--- src/design/lie_ram.sv ---
module lie_ram #(
  parameter int WIDTH = 32,
  parameter int DEPTH = 16
) (
  input  logic                     clk,
  input  logic                     we,
  input  logic [$clog2(DEPTH)-1:0] waddr,
  input  logic [WIDTH-1:0]         wdata,
  input  logic [$clog2(DEPTH)-1:0] raddr,
  output logic [WIDTH-1:0]         rdata
);

  logic [WIDTH-1:0] mem [DEPTH];

  always_ff @(posedge clk) begin
    if (we) begin
      mem[waddr] <= wdata;
    end
    rdata <= mem[raddr];
  end

endmodule

--- config.mk ---
export PLATFORM = sky130hd
export DESIGN_NAME = lie_ram
export DESIGN_NICKNAME = d
export VERILOG_FILES = /design/src/design/lie_ram.sv
export SDC_FILE = /design/constraint.sdc
export NUM_CORES = 1
export LEC_CHECK = 0
export BUFFER_PORTS_ARGS = -buffer_cell sky130_fd_sc_hd__buf_2
export CORE_MARGIN = 8
export CORE_UTILIZATION = 55
export DETAILED_ROUTE_END_ITERATION = 10
export PLACE_DENSITY = 0.75
export SYNTH_ARGS = -nofsm -noshare
export SYNTH_HDL_FRONTEND = slang
export SYNTH_SLANG_ARGS = --single-unit
--- constraint.sdc ---
create_clock -name clk -period 4.1 [get_ports clk]
set_input_delay 0.82 -clock clk [delete_from_list [all_inputs] [get_ports clk]]
set_output_delay 0.82 -clock clk [all_outputs]
set_load 0.1 [all_outputs]
==> metrics.txt, run 1 <==
largest cells by area after synthesis edfxtp_1 77%, mux4_2 15%, dfxtp_1 3.2%, a22oi_1 2.4%, nand2_1 0.62%; worst relative slew slack 0.248; drt total wl 39,200 µm; first-pass GRT wire length 59,700 µm; crit share post-route 0.563; status complete, no violations; Syn Area/Cell 23.7 µm²; cts hold-fix bufs 0; Synth warnings 0; maximum vdd drop 440 µV; post-synth top area share 0.774; post-layout min period 2310 ps; Die W 206 µm; DR vias 8,985; final core utilization 0.634; H-tree levels 2; vias in the first global route 9,558; Crit Path Category in2reg; CP Capture Type flip-flop; drt wl/cell 27.1 µm; Setup-failing EPs final 0; CP peak stage delay 830 ps; final hold vios 0; HPWL after DPL 21,200 µm; CTS tree built; fraction of layout cells with a size suffix above 1 0.328; Seq cells post-synth 544; Worst Hold Depth 1; FMAX 434 MHz; hold wc startpoint wdata[23]; Mapped Area 19,900 µm²; start of the worst register-to-register path mem[0][22]$_DFFE_PP_; via/cell ratio 6.20; Clock Skews 13.7 ps; gr usage total 0.189; CP top delay family simple AND/OR/NAND/NOR gates; most common cell after layout, fill and taps aside edfxtp_1; Syn Inst Count 838; hold slack 642 ps; CTS Buf Count 51; post-CTS setup repair buffer count 0; cts repair resizes 0; Initial Util 0.558; Core ar. 35,600 µm²; fin nets 988; largest net degree at the start of global routing 46; Tot Pwr 11,600 µW; DRC 0; CP cell instances buf_2, nand3b_1, nor2_4, buf_4; Top-Level Pins 74; Worst Path Buf+Inv 2; Post-DRT Antenna Nets 0; leak pwr 0.00727 µW; CP Data Required Time 4340 ps; Die H 206 µm; sequential cell area 16,000 µm²; critical path startpoint category input port; final setup TNS 0 ps; clock tree root driver cell clkbuf_16; # diodes 0; Port Buffers 73; total of max-cap violations 0; syn nets 880; unrepaired setup endpoints after global routing no; Multi-input gate area 3750 µm²; R2R setup slack 2710 ps; 1st-pass router iterations 5; post-synth top area cell edfxtp_1; P&R area growth vs syn 13.6%; Final Max Tran Viols 0; capture point of the worst reg-to-reg path rdata[22]$_DFF_P_; worst skew pair latency 560 ps; Reg clk slew, reported paths 60 ps; Fillers 2,340; Hold Path End mem[13][23]$_DFFE_PP_; area of the die 42,400 µm²; reg2reg path depth 3; PD cells 513 nW/µm²; Worst Tran Pin Value 1120 ps; grt total ovfl 0; Clock Sinks 544; WP data arrival 2550 ps; highest-count cells in the layout ignoring fill and taps 512 x edfxtp_1, 128 x mux4_2, 71 x buf_2; post-synthesis sequential area ratio 0.807; worst-path maximum fanout 21; Inst Count DP 1,354; Yosys cell types 18; initial antenna violation count 1; std cell rows 69; initial DRC count 836; Worst path slowest cell nor2_4; Placer Congestion 0.725; Non-Filler Instances 1,449; clk buf depth 3; Hold WC Path Type in2reg
stage by stage:
step	cell area [µm²]	worst slack (ps)
floorplan	19900	100
global placement	20900	1280
detailed placement	20900	1170
CTS	22600	1780
global route	22600	1690
finish	22600	1790
cell usage after synthesis:
library cell	number
a22oi_1	64
and2_1	1
buf_1	9
buf_2	4
buf_4	11
buf_6	2
clkbuf_1	17
dfxtp_1	32
edfxtp_1	512
mux4_2	128
nand2_1	33
nand2b_1	2
nand3_1	1
nand3b_1	2
nor2_1	13
nor2b_1	2
nor3_1	4
or3b_2	1
registers in the layout (all words and copies together), names as in the netlist:
signal,cells
mem,512
rdata,32
layout make-up:
type                            instances  share of cell area
Clock buffer                           75              0.0656
Clock inverter                         20             0.00660
Multi-Input combinational cell        251               0.166
Sequential cell                       544               0.710
Tap cell                              461              0.0256
Timing Repair Buffer                   98              0.0261
worst max path at each step:
stage               startpoint              endpoint  slack [ps]  cells after the start
global placement      waddr[2]   mem[3][1]$_DFFE_PP_        1280                      3
detailed placement    waddr[2]  mem[9][24]$_DFFE_PP_        1170                      4
floorplan             waddr[2]   mem[0][0]$_DFFE_PP_         100                      2
finish                waddr[2]   mem[9][1]$_DFFE_PP_        1790                      4
CTS                   waddr[2]  mem[9][29]$_DFFE_PP_        1780                      4
global route          waddr[2]   mem[9][1]$_DFFE_PP_        1690                      4
routing by layer:
layer	share of wire	wire length, µm	vias to the layer above	global-route usage
met5	0.00026	10	-	0
met4	0.022	871	2	0.0527
met3	0.074	2920	61	0.0387
met2	0.49	19200	351	0.304
met1	0.41	16200	4787	0.264
li1	-	-	3784	-
logic make-up after synthesis:
group | count (synthesis) | synth area share
flops | 544 | 0.807
mux | 128 | 0.145
compound gates | 64 | 0.0242
simple gates | 59 | 0.0127
buf+inv | 43 | 0.0112
report_power, final:
part,internal [µW],leakage (µW),switching [µW]
combinational,222,0.00157,583
clock,2620,0.000809,1910
sequential,6220,0.00489,32.5
worst register-to-register path, cell delays in order, from the launching register on:
cell and delay [ps]:
edfxtp_1 400, mux4_2 490, a22oi_1 220, nand2_1 140
Note: power is estimated with default switching activity, not from simulation.
==> inputs of run 2 (changes only) <==
--- a/config.mk
+++ b/config.mk
@@ -5,11 +5,12 @@
 export SDC_FILE = /design/constraint.sdc
 export NUM_CORES = 1
 export LEC_CHECK = 0
+export ABC_AREA = 1
 export BUFFER_PORTS_ARGS = -buffer_cell sky130_fd_sc_hd__buf_2
 export CORE_MARGIN = 8
-export CORE_UTILIZATION = 55
+export CORE_UTILIZATION = 59
 export DETAILED_ROUTE_END_ITERATION = 10
-export PLACE_DENSITY = 0.75
+export PLACE_DENSITY = 0.76
 export SYNTH_ARGS = -nofsm -noshare
 export SYNTH_HDL_FRONTEND = slang
 export SYNTH_SLANG_ARGS = --single-unit
==> constraint.sdc (replaced) <==
create_clock -name clk -period 2.3 [get_ports clk]
set_input_delay 0.46 -clock clk [delete_from_list [all_inputs] [get_ports clk]]
set_output_delay 0.46 -clock clk [all_outputs]
set_load 0.1 [all_outputs]
==> run 2 against run 1 <==
Critical path depth is 3 lower. Total power up 86%. Via count increased by 66%. Utilization is 3.0 points higher. Worst setup slack lost 1400 ps. First-iteration DRC count rose by 83%. Non-clock buffer count grew 24. Sequential cell count unchanged. Critical endpoint is now rdata[31]. Largest cell class unchanged. Largest power group unchanged.
==> metrics.txt, run 2 <==
Internal 16,400 µW (+81%); CP peak stage delay 470 ps (-360 ps); grt total ovfl 0 (unchanged); cts hold-fix bufs 0 (unchanged); Hold WC Path Type in2reg; FMAX 520 MHz; HPWL after DPL 30,900 µm (+46%); P&R area growth vs syn 12.2%; Die W 212 µm (+3.1%); cts repair resizes 0 (unchanged); Clock Skews 23.4 ps (+9.78 ps); CP cell instances buf_2; worst skew pair latency 600 ps (+40 ps); drt total wl 52,400 µm (+34%); Worst Tran Pin Value 633 ps (-492 ps); syn nets 2,162 (+150%); initial DRC count 1,534 (+83%); Core ar. 38,400 µm² (+7.9%); via/cell ratio 5.42 (-13%); Sw Share 0.236 (+0.0181); gr usage total 0.236 (+0.0474); start of the worst register-to-register path mem[1][29]$_DFFE_PP_; Placer Congestion 0.897 (+24%); largest net degree at the start of global routing 82 (+78%); post-layout min period 1920 ps; number of synthesized flops with an enable pin 512 (unchanged); PD cells 843 nW/µm² (+64%); post-synth top area share 0.676 (-0.0980); Hold Path End mem[1][21]$_DFFE_PP_; Worst path slowest cell buf_2; Setup-failing EPs final 0 (unchanged); Port Buffers 73 (unchanged); Tot Pwr 21,500 µW (+86%); post-synth top area cell edfxtp_1; Clock Sinks 544 (unchanged); Syn Area/Cell 10.7 µm² (-55%); hold wc startpoint wdata[21]; DRC 0 (unchanged); 1st-pass router iterations 5 (unchanged); Seq cells post-synth 544 (unchanged); clock share of power 0.399 (+0.008); fin nets 2,234 (+130%); Worst Hold Depth 1 (unchanged); Mapped Area 22,700 µm² (+14%); first-pass GRT wire length 82,000 µm (+37%); Post-synth top cells 677 x nand2_1, 512 x edfxtp_1, 388 x inv_1; largest cells by area after synthesis edfxtp_1 68%, nand2_1 11%, nand3_1 8.5%, inv_1 6.4%, dfxtp_1 2.8%; post-CTS setup repair buffer count 0 (unchanged); CP Capture Type output pin; Synth warnings 0 (unchanged); DR vias 14.9k (+66%); critical path startpoint category flip-flop; Inst Count DP 2,655 (+96%); Initial Util 0.592 (+0.0341); register share of total power 0.518 (-0.021); worst-path maximum fanout 1 (-95%); ys async rst share 0 (unchanged); unrepaired setup endpoints after global routing no; CTS Buf Count 53 (+3.9%); final core utilization 0.665 (+0.0303); final setup TNS 0 ps (unchanged); reg2reg path depth 6 (+3); Post-DRT Antenna Nets 0 (unchanged); CP Data Required Time 1840 ps (-2500 ps); worst relative slew slack 0.578 (+0.330); most common cell after layout, fill and taps aside nand2_1; Regs by FF count mem: 512 flops, rdata: 32 flops; count leader, synth nand2_1; Psw 5080 µW (+100%); # diodes 0 (unchanged); Worst Path Buf+Inv 1 (-1); crit share post-route 0.836; CTS tree built; status complete, no violations; Comb pwr share 0.083 (+0.014); Top-Level Pins 74 (unchanged); Reg clk slew, reported paths 60 ps (about the same); CP top delay family buffers and inverters; capture point of the worst reg-to-reg path rdata[29]$_DFF_P_; Largest register FFs 512 (unchanged); std cell rows 72 (+4.3%); H-tree levels 2 (unchanged); largest register by flop count mem; initial antenna violation count 1 (unchanged); Syn Inst Count 2,120 (+150%); R2R setup slack 1250 ps (-1460 ps); maximum vdd drop 651 µV (+48%); WP data arrival 1460 ps (-1090 ps); area of the die 45,100 µm² (+6.2%); vias in the first global route 14.7k (+54%); leak pwr 0.0109 µW (+50%); Non-Filler Instances 2,755 (+90%); post-synthesis sequential area ratio 0.705 (-0.102); clk buf depth 3 (unchanged); Fillers 2,767 (+18%); fraction of layout cells with a size suffix above 1 0.0975 (-0.230); Yosys cell types 15 (-3); drt wl/cell 19.0 µm (-30%); clock tree root driver cell clkbuf_16; Crit Path Category reg2out; Final Max Tran Viols 0 (unchanged); final hold vios 0 (unchanged); highest-count cells in the layout ignoring fill and taps 677 x nand2_1, 512 x edfxtp_1, 387 x inv_1; Die H 212 µm (+3.1%); Main synth FF type edfxtp_1; total of max-cap violations 0 (unchanged)
[run 2: cell families after synthesis]
family,Yosys count,share of synthesized area
flops,544,0.705
simple gates,1081,0.200
buf+inv,495,0.0954
[run 2: final cells by class]
cell class | instances | area, µm² | area share
clock buffers | 77 | 1500 | 0.0587
clock inverters | 23 | 236 | 0.00927
inverters | 390 | 1470 | 0.0577
multi-input cells | 1081 | 4670 | 0.183
flip-flops and latches | 544 | 16000 | 0.628
well taps | 518 | 648 | 0.0254
repair buffers | 122 | 970 | 0.0380
[run 2: metrics by stage]
stage               hold slack (ps)  instance area (µm²)  worst slack (ps)
finish                          257                25500               376
detailed placement              643                23800               373
global placement                637                23800               392
floorplan                       559                22700              -153
CTS                             221                25500               323
global route                    247                25500               321
[run 2: routing by layer]
metal,track usage,share of wire,vias up
met3,0.0313,0.084,148
met2,0.396,0.49,746
met5,0,0.00027,-
met4,0.0966,0.039,2
li1,-,-,6993
met1,0.312,0.39,7032
[run 2: worst max path at each step]
stage / end / slack [ps] / from / depth (start not counted)
2_1_floorplan: mem[10][0]$_DFFE_PP_ / -150 / waddr[2] / 2
3_3_place_gp: mem[11][27]$_DFFE_PP_ / 390 / waddr[2] / 4
3_5_place_dp: mem[11][27]$_DFFE_PP_ / 370 / waddr[2] / 4
4_1_cts: rdata[0] / 320 / rdata[0]$_DFF_P_ / 1
5_1_grt: rdata[0] / 320 / rdata[0]$_DFF_P_ / 1
6_report: rdata[31] / 380 / rdata[31]$_DFF_P_ / 1
[run 2: power groups by stage]
stage | logic, µW | clock network (µW) | registers [µW]
global placement | 1750 | 0 | 11300
detailed placement | 1780 | 0 | 11400
finish | 1790 | 8580 | 11100
CTS | 1790 | 8680 | 11100
floorplan | 758 | 0 | 11800
global route | 1920 | 9040 | 11200
==> inputs of run 3 (changes only) <==
--- a/config.mk
+++ b/config.mk
@@ -8,7 +8,7 @@
 export ABC_AREA = 1
 export BUFFER_PORTS_ARGS = -buffer_cell sky130_fd_sc_hd__buf_2
 export CORE_MARGIN = 8
-export CORE_UTILIZATION = 59
+export CORE_UTILIZATION = 56
 export DETAILED_ROUTE_END_ITERATION = 10
 export PLACE_DENSITY = 0.76
 export SYNTH_ARGS = -nofsm -noshare
==> constraint.sdc (replaced) <==
create_clock -name clk -period 1.6 [get_ports clk]
set_input_delay 0.32 -clock clk [delete_from_list [all_inputs] [get_ports clk]]
set_output_delay 0.32 -clock clk [all_outputs]
set_load 0.1 [all_outputs]
==> run 3 against run 2 <==
Sequential cell count is the same. Clock-buffer cell count decreased by 13. Total power up 44%. Worst setup slack lost 360 ps. Die area rose by 4.9%. Routed wire length rose by 7.4%.
==> metrics.txt, run 3 (synthesized netlist as in run 2, its figures left out) <==
total of max-cap violations 0 (unchanged); HPWL after DPL 34,100 µm (+10%); Clock Sinks 544 (unchanged); Top-Level Pins 74 (unchanged); WP data arrival 1260 ps (-200 ps); critical path startpoint category flip-flop; area of the die 47,300 µm² (+4.9%); Worst Tran Pin Value 417 ps (-216 ps); Hold WC Path Type in2reg; 1st-pass router iterations 6 (+1); via/cell ratio 5.46 (+0.74%); post-layout min period 1580 ps; H-tree levels 2 (unchanged); CP Data Required Time 1280 ps (-560 ps); Worst path slowest cell dfxtp_1; worst-path maximum fanout 1 (unchanged); Fillers 2,834 (+2.4%); Hold Path End mem[14][20]$_DFFE_PP_; Largest register FFs 512 (unchanged); initial antenna violation count 0 (-1); DR vias 15.3k (+2.8%); drt total wl 56,300 µm (+7.4%); drt wl/cell 20.0 µm (+5.3%); Placer Congestion 0.855 (-4.7%); final worst slack 20.9 ps (-355 ps); # diodes 0 (unchanged); fraction of layout cells with a size suffix above 1 0.116 (+0.0189); capture point of the worst reg-to-reg path rdata[9]$_DFF_P_; Inst Count DP 2,715 (+2.3%); CP top delay family flip-flops; Port Buffers 73 (unchanged); Crit Path Category reg2out; hold wc startpoint wdata[20]; Non-Filler Instances 2,810 (+2.0%); first-pass GRT wire length 87,300 µm (+6.3%); gr usage total 0.239 (+0.00250); Clock Skews 31.4 ps (+7.99 ps); PD cells 1170 nW/µm² (+39%); grt total ovfl 0 (unchanged); std cell rows 74 (+2.8%); CTS tree built; FMAX 633 MHz; Reg clk slew, reported paths 60 ps (about the same); R2R setup slack 480 ps (-770 ps); Worst Hold Depth 1 (unchanged); Worst Path Buf+Inv 1 (unchanged); Final Max Tran Viols 0 (unchanged); clk buf depth 3 (unchanged); DRC 0 (unchanged); Initial Util 0.562 (-0.0305); crit share post-route 0.987; clock tree root driver cell clkbuf_16; Setup-failing EPs final 0 (unchanged); Core ar. 40,500 µm² (+5.4%); Die W 217 µm (+2.4%); cts hold-fix bufs 0 (unchanged); fin nets 2,279 (+2.0%); P&R area growth vs syn 16.0%; vias in the first global route 15.4k (+4.2%); CP peak stage delay 350 ps (-120 ps); Regs by FF count mem: 512 flops, rdata: 32 flops; unrepaired setup endpoints after global routing no; CP cell instances buf_4; highest-count cells in the layout ignoring fill and taps 677 x nand2_1, 512 x edfxtp_1, 386 x inv_1; area post-placement 24,500 µm² (+3.3%); worst relative slew slack 0.722 (+0.144); leak pwr 0.0113 µW (+3.2%); start of the worst register-to-register path mem[9][9]$_DFFE_PP_; most common cell after layout, fill and taps aside nand2_1; largest net degree at the start of global routing 61 (-26%); post-CTS setup repair buffer count 0 (unchanged); maximum vdd drop 1030 µV (+59%); Post-DRT Antenna Nets 0 (unchanged); reg2reg path depth 6 (unchanged); initial DRC count 1,868 (+22%); final hold vios 0 (unchanged); CTS Buf Count 52 (-1.9%); status complete, no violations; post-place setup slack 16.2 ps (-357 ps); final instance area 26,400 µm² (+3.4%); Die H 217 µm (+2.4%); largest register by flop count mem; CP Capture Type output pin; worst skew pair latency 610 ps (about the same); Tot Pwr 30,900 µW (+44%)
[run 3: cell count changes in the layout (fill, tap and decap cells not counted), sizes merged]
| cell | change |
|---|---|
| clkbuf | -14 |
| inv | -2 |
| clkinvlp | +1 |
| buf | +47 |
| clkinv | +9 |
[run 3: worst max-delay path by stage]
stage / from / end / slack [ps] / cells past startpoint
detailed placement: raddr[0] / rdata[15]$_DFF_P_ / 20 / 8
global placement: raddr[0] / rdata[1]$_DFF_P_ / 50 / 9
global route: rdata[10]$_DFF_P_ / rdata[10] / 1 / 1
finish: rdata[10]$_DFF_P_ / rdata[10] / 20 / 1
floorplan: waddr[2] / mem[10][0]$_DFFE_PP_ / -250 / 2
CTS: rdata[25]$_DFF_P_ / rdata[25] / 0.3 / 1
[run 3: worst register-to-register path: cells and delay by family (launching register included)]
kind / cells / cell delay [ps]
simple gates: 5 / 560
buf+inv: 1 / 80
flops: 1 / 370
[run 3: cell type report]
| cell class | count | area, µm² | area share |
|---|---|---|---|
| flip-flops and latches | 544 | 16000 | 0.608 |
| multi-input cells | 1081 | 4670 | 0.177 |
| repair buffers | 168 | 1890 | 0.0717 |
| inverters | 390 | 1470 | 0.0558 |
| clock buffers | 64 | 1390 | 0.0526 |
| well taps | 532 | 666 | 0.0252 |
| clock inverters | 31 | 267 | 0.0101 |
[run 3: metrics by stage]
stage	setup TNS, ps	util	hold WS (ps)
after detailed placement	0	0.607	654
after CTS	0	0.651	100
final	0	0.652	122
after floorplan	-107840	-	419
after global placement	0	0.607	650
after global routing	0	0.652	115
[run 3: routing by layer]
metal,share of wire,global-route usage,vias up,routed length (µm)
met5,0,0,-,0
met1,0.38,0.303,7293,21200
li1,-,-,7077,-
met3,0.092,0.0429,146,5170
met2,0.50,0.404,816,28000
met4,0.036,0.0972,0,2000
[run 3: timing repair]
item | in CTS | in global routing
setup endpoints to repair | 32 | 2
gates cloned | 0 | 0
gates resized for setup | 51 | 4
[run 3: report_power, final]
group	leakage, µW	internal [µW]	switching, µW
sequential	0.00490	15900	131
clock	0.000816	6790	5200
combinational	0.00557	779	2080
total	0.0113	23500	7420
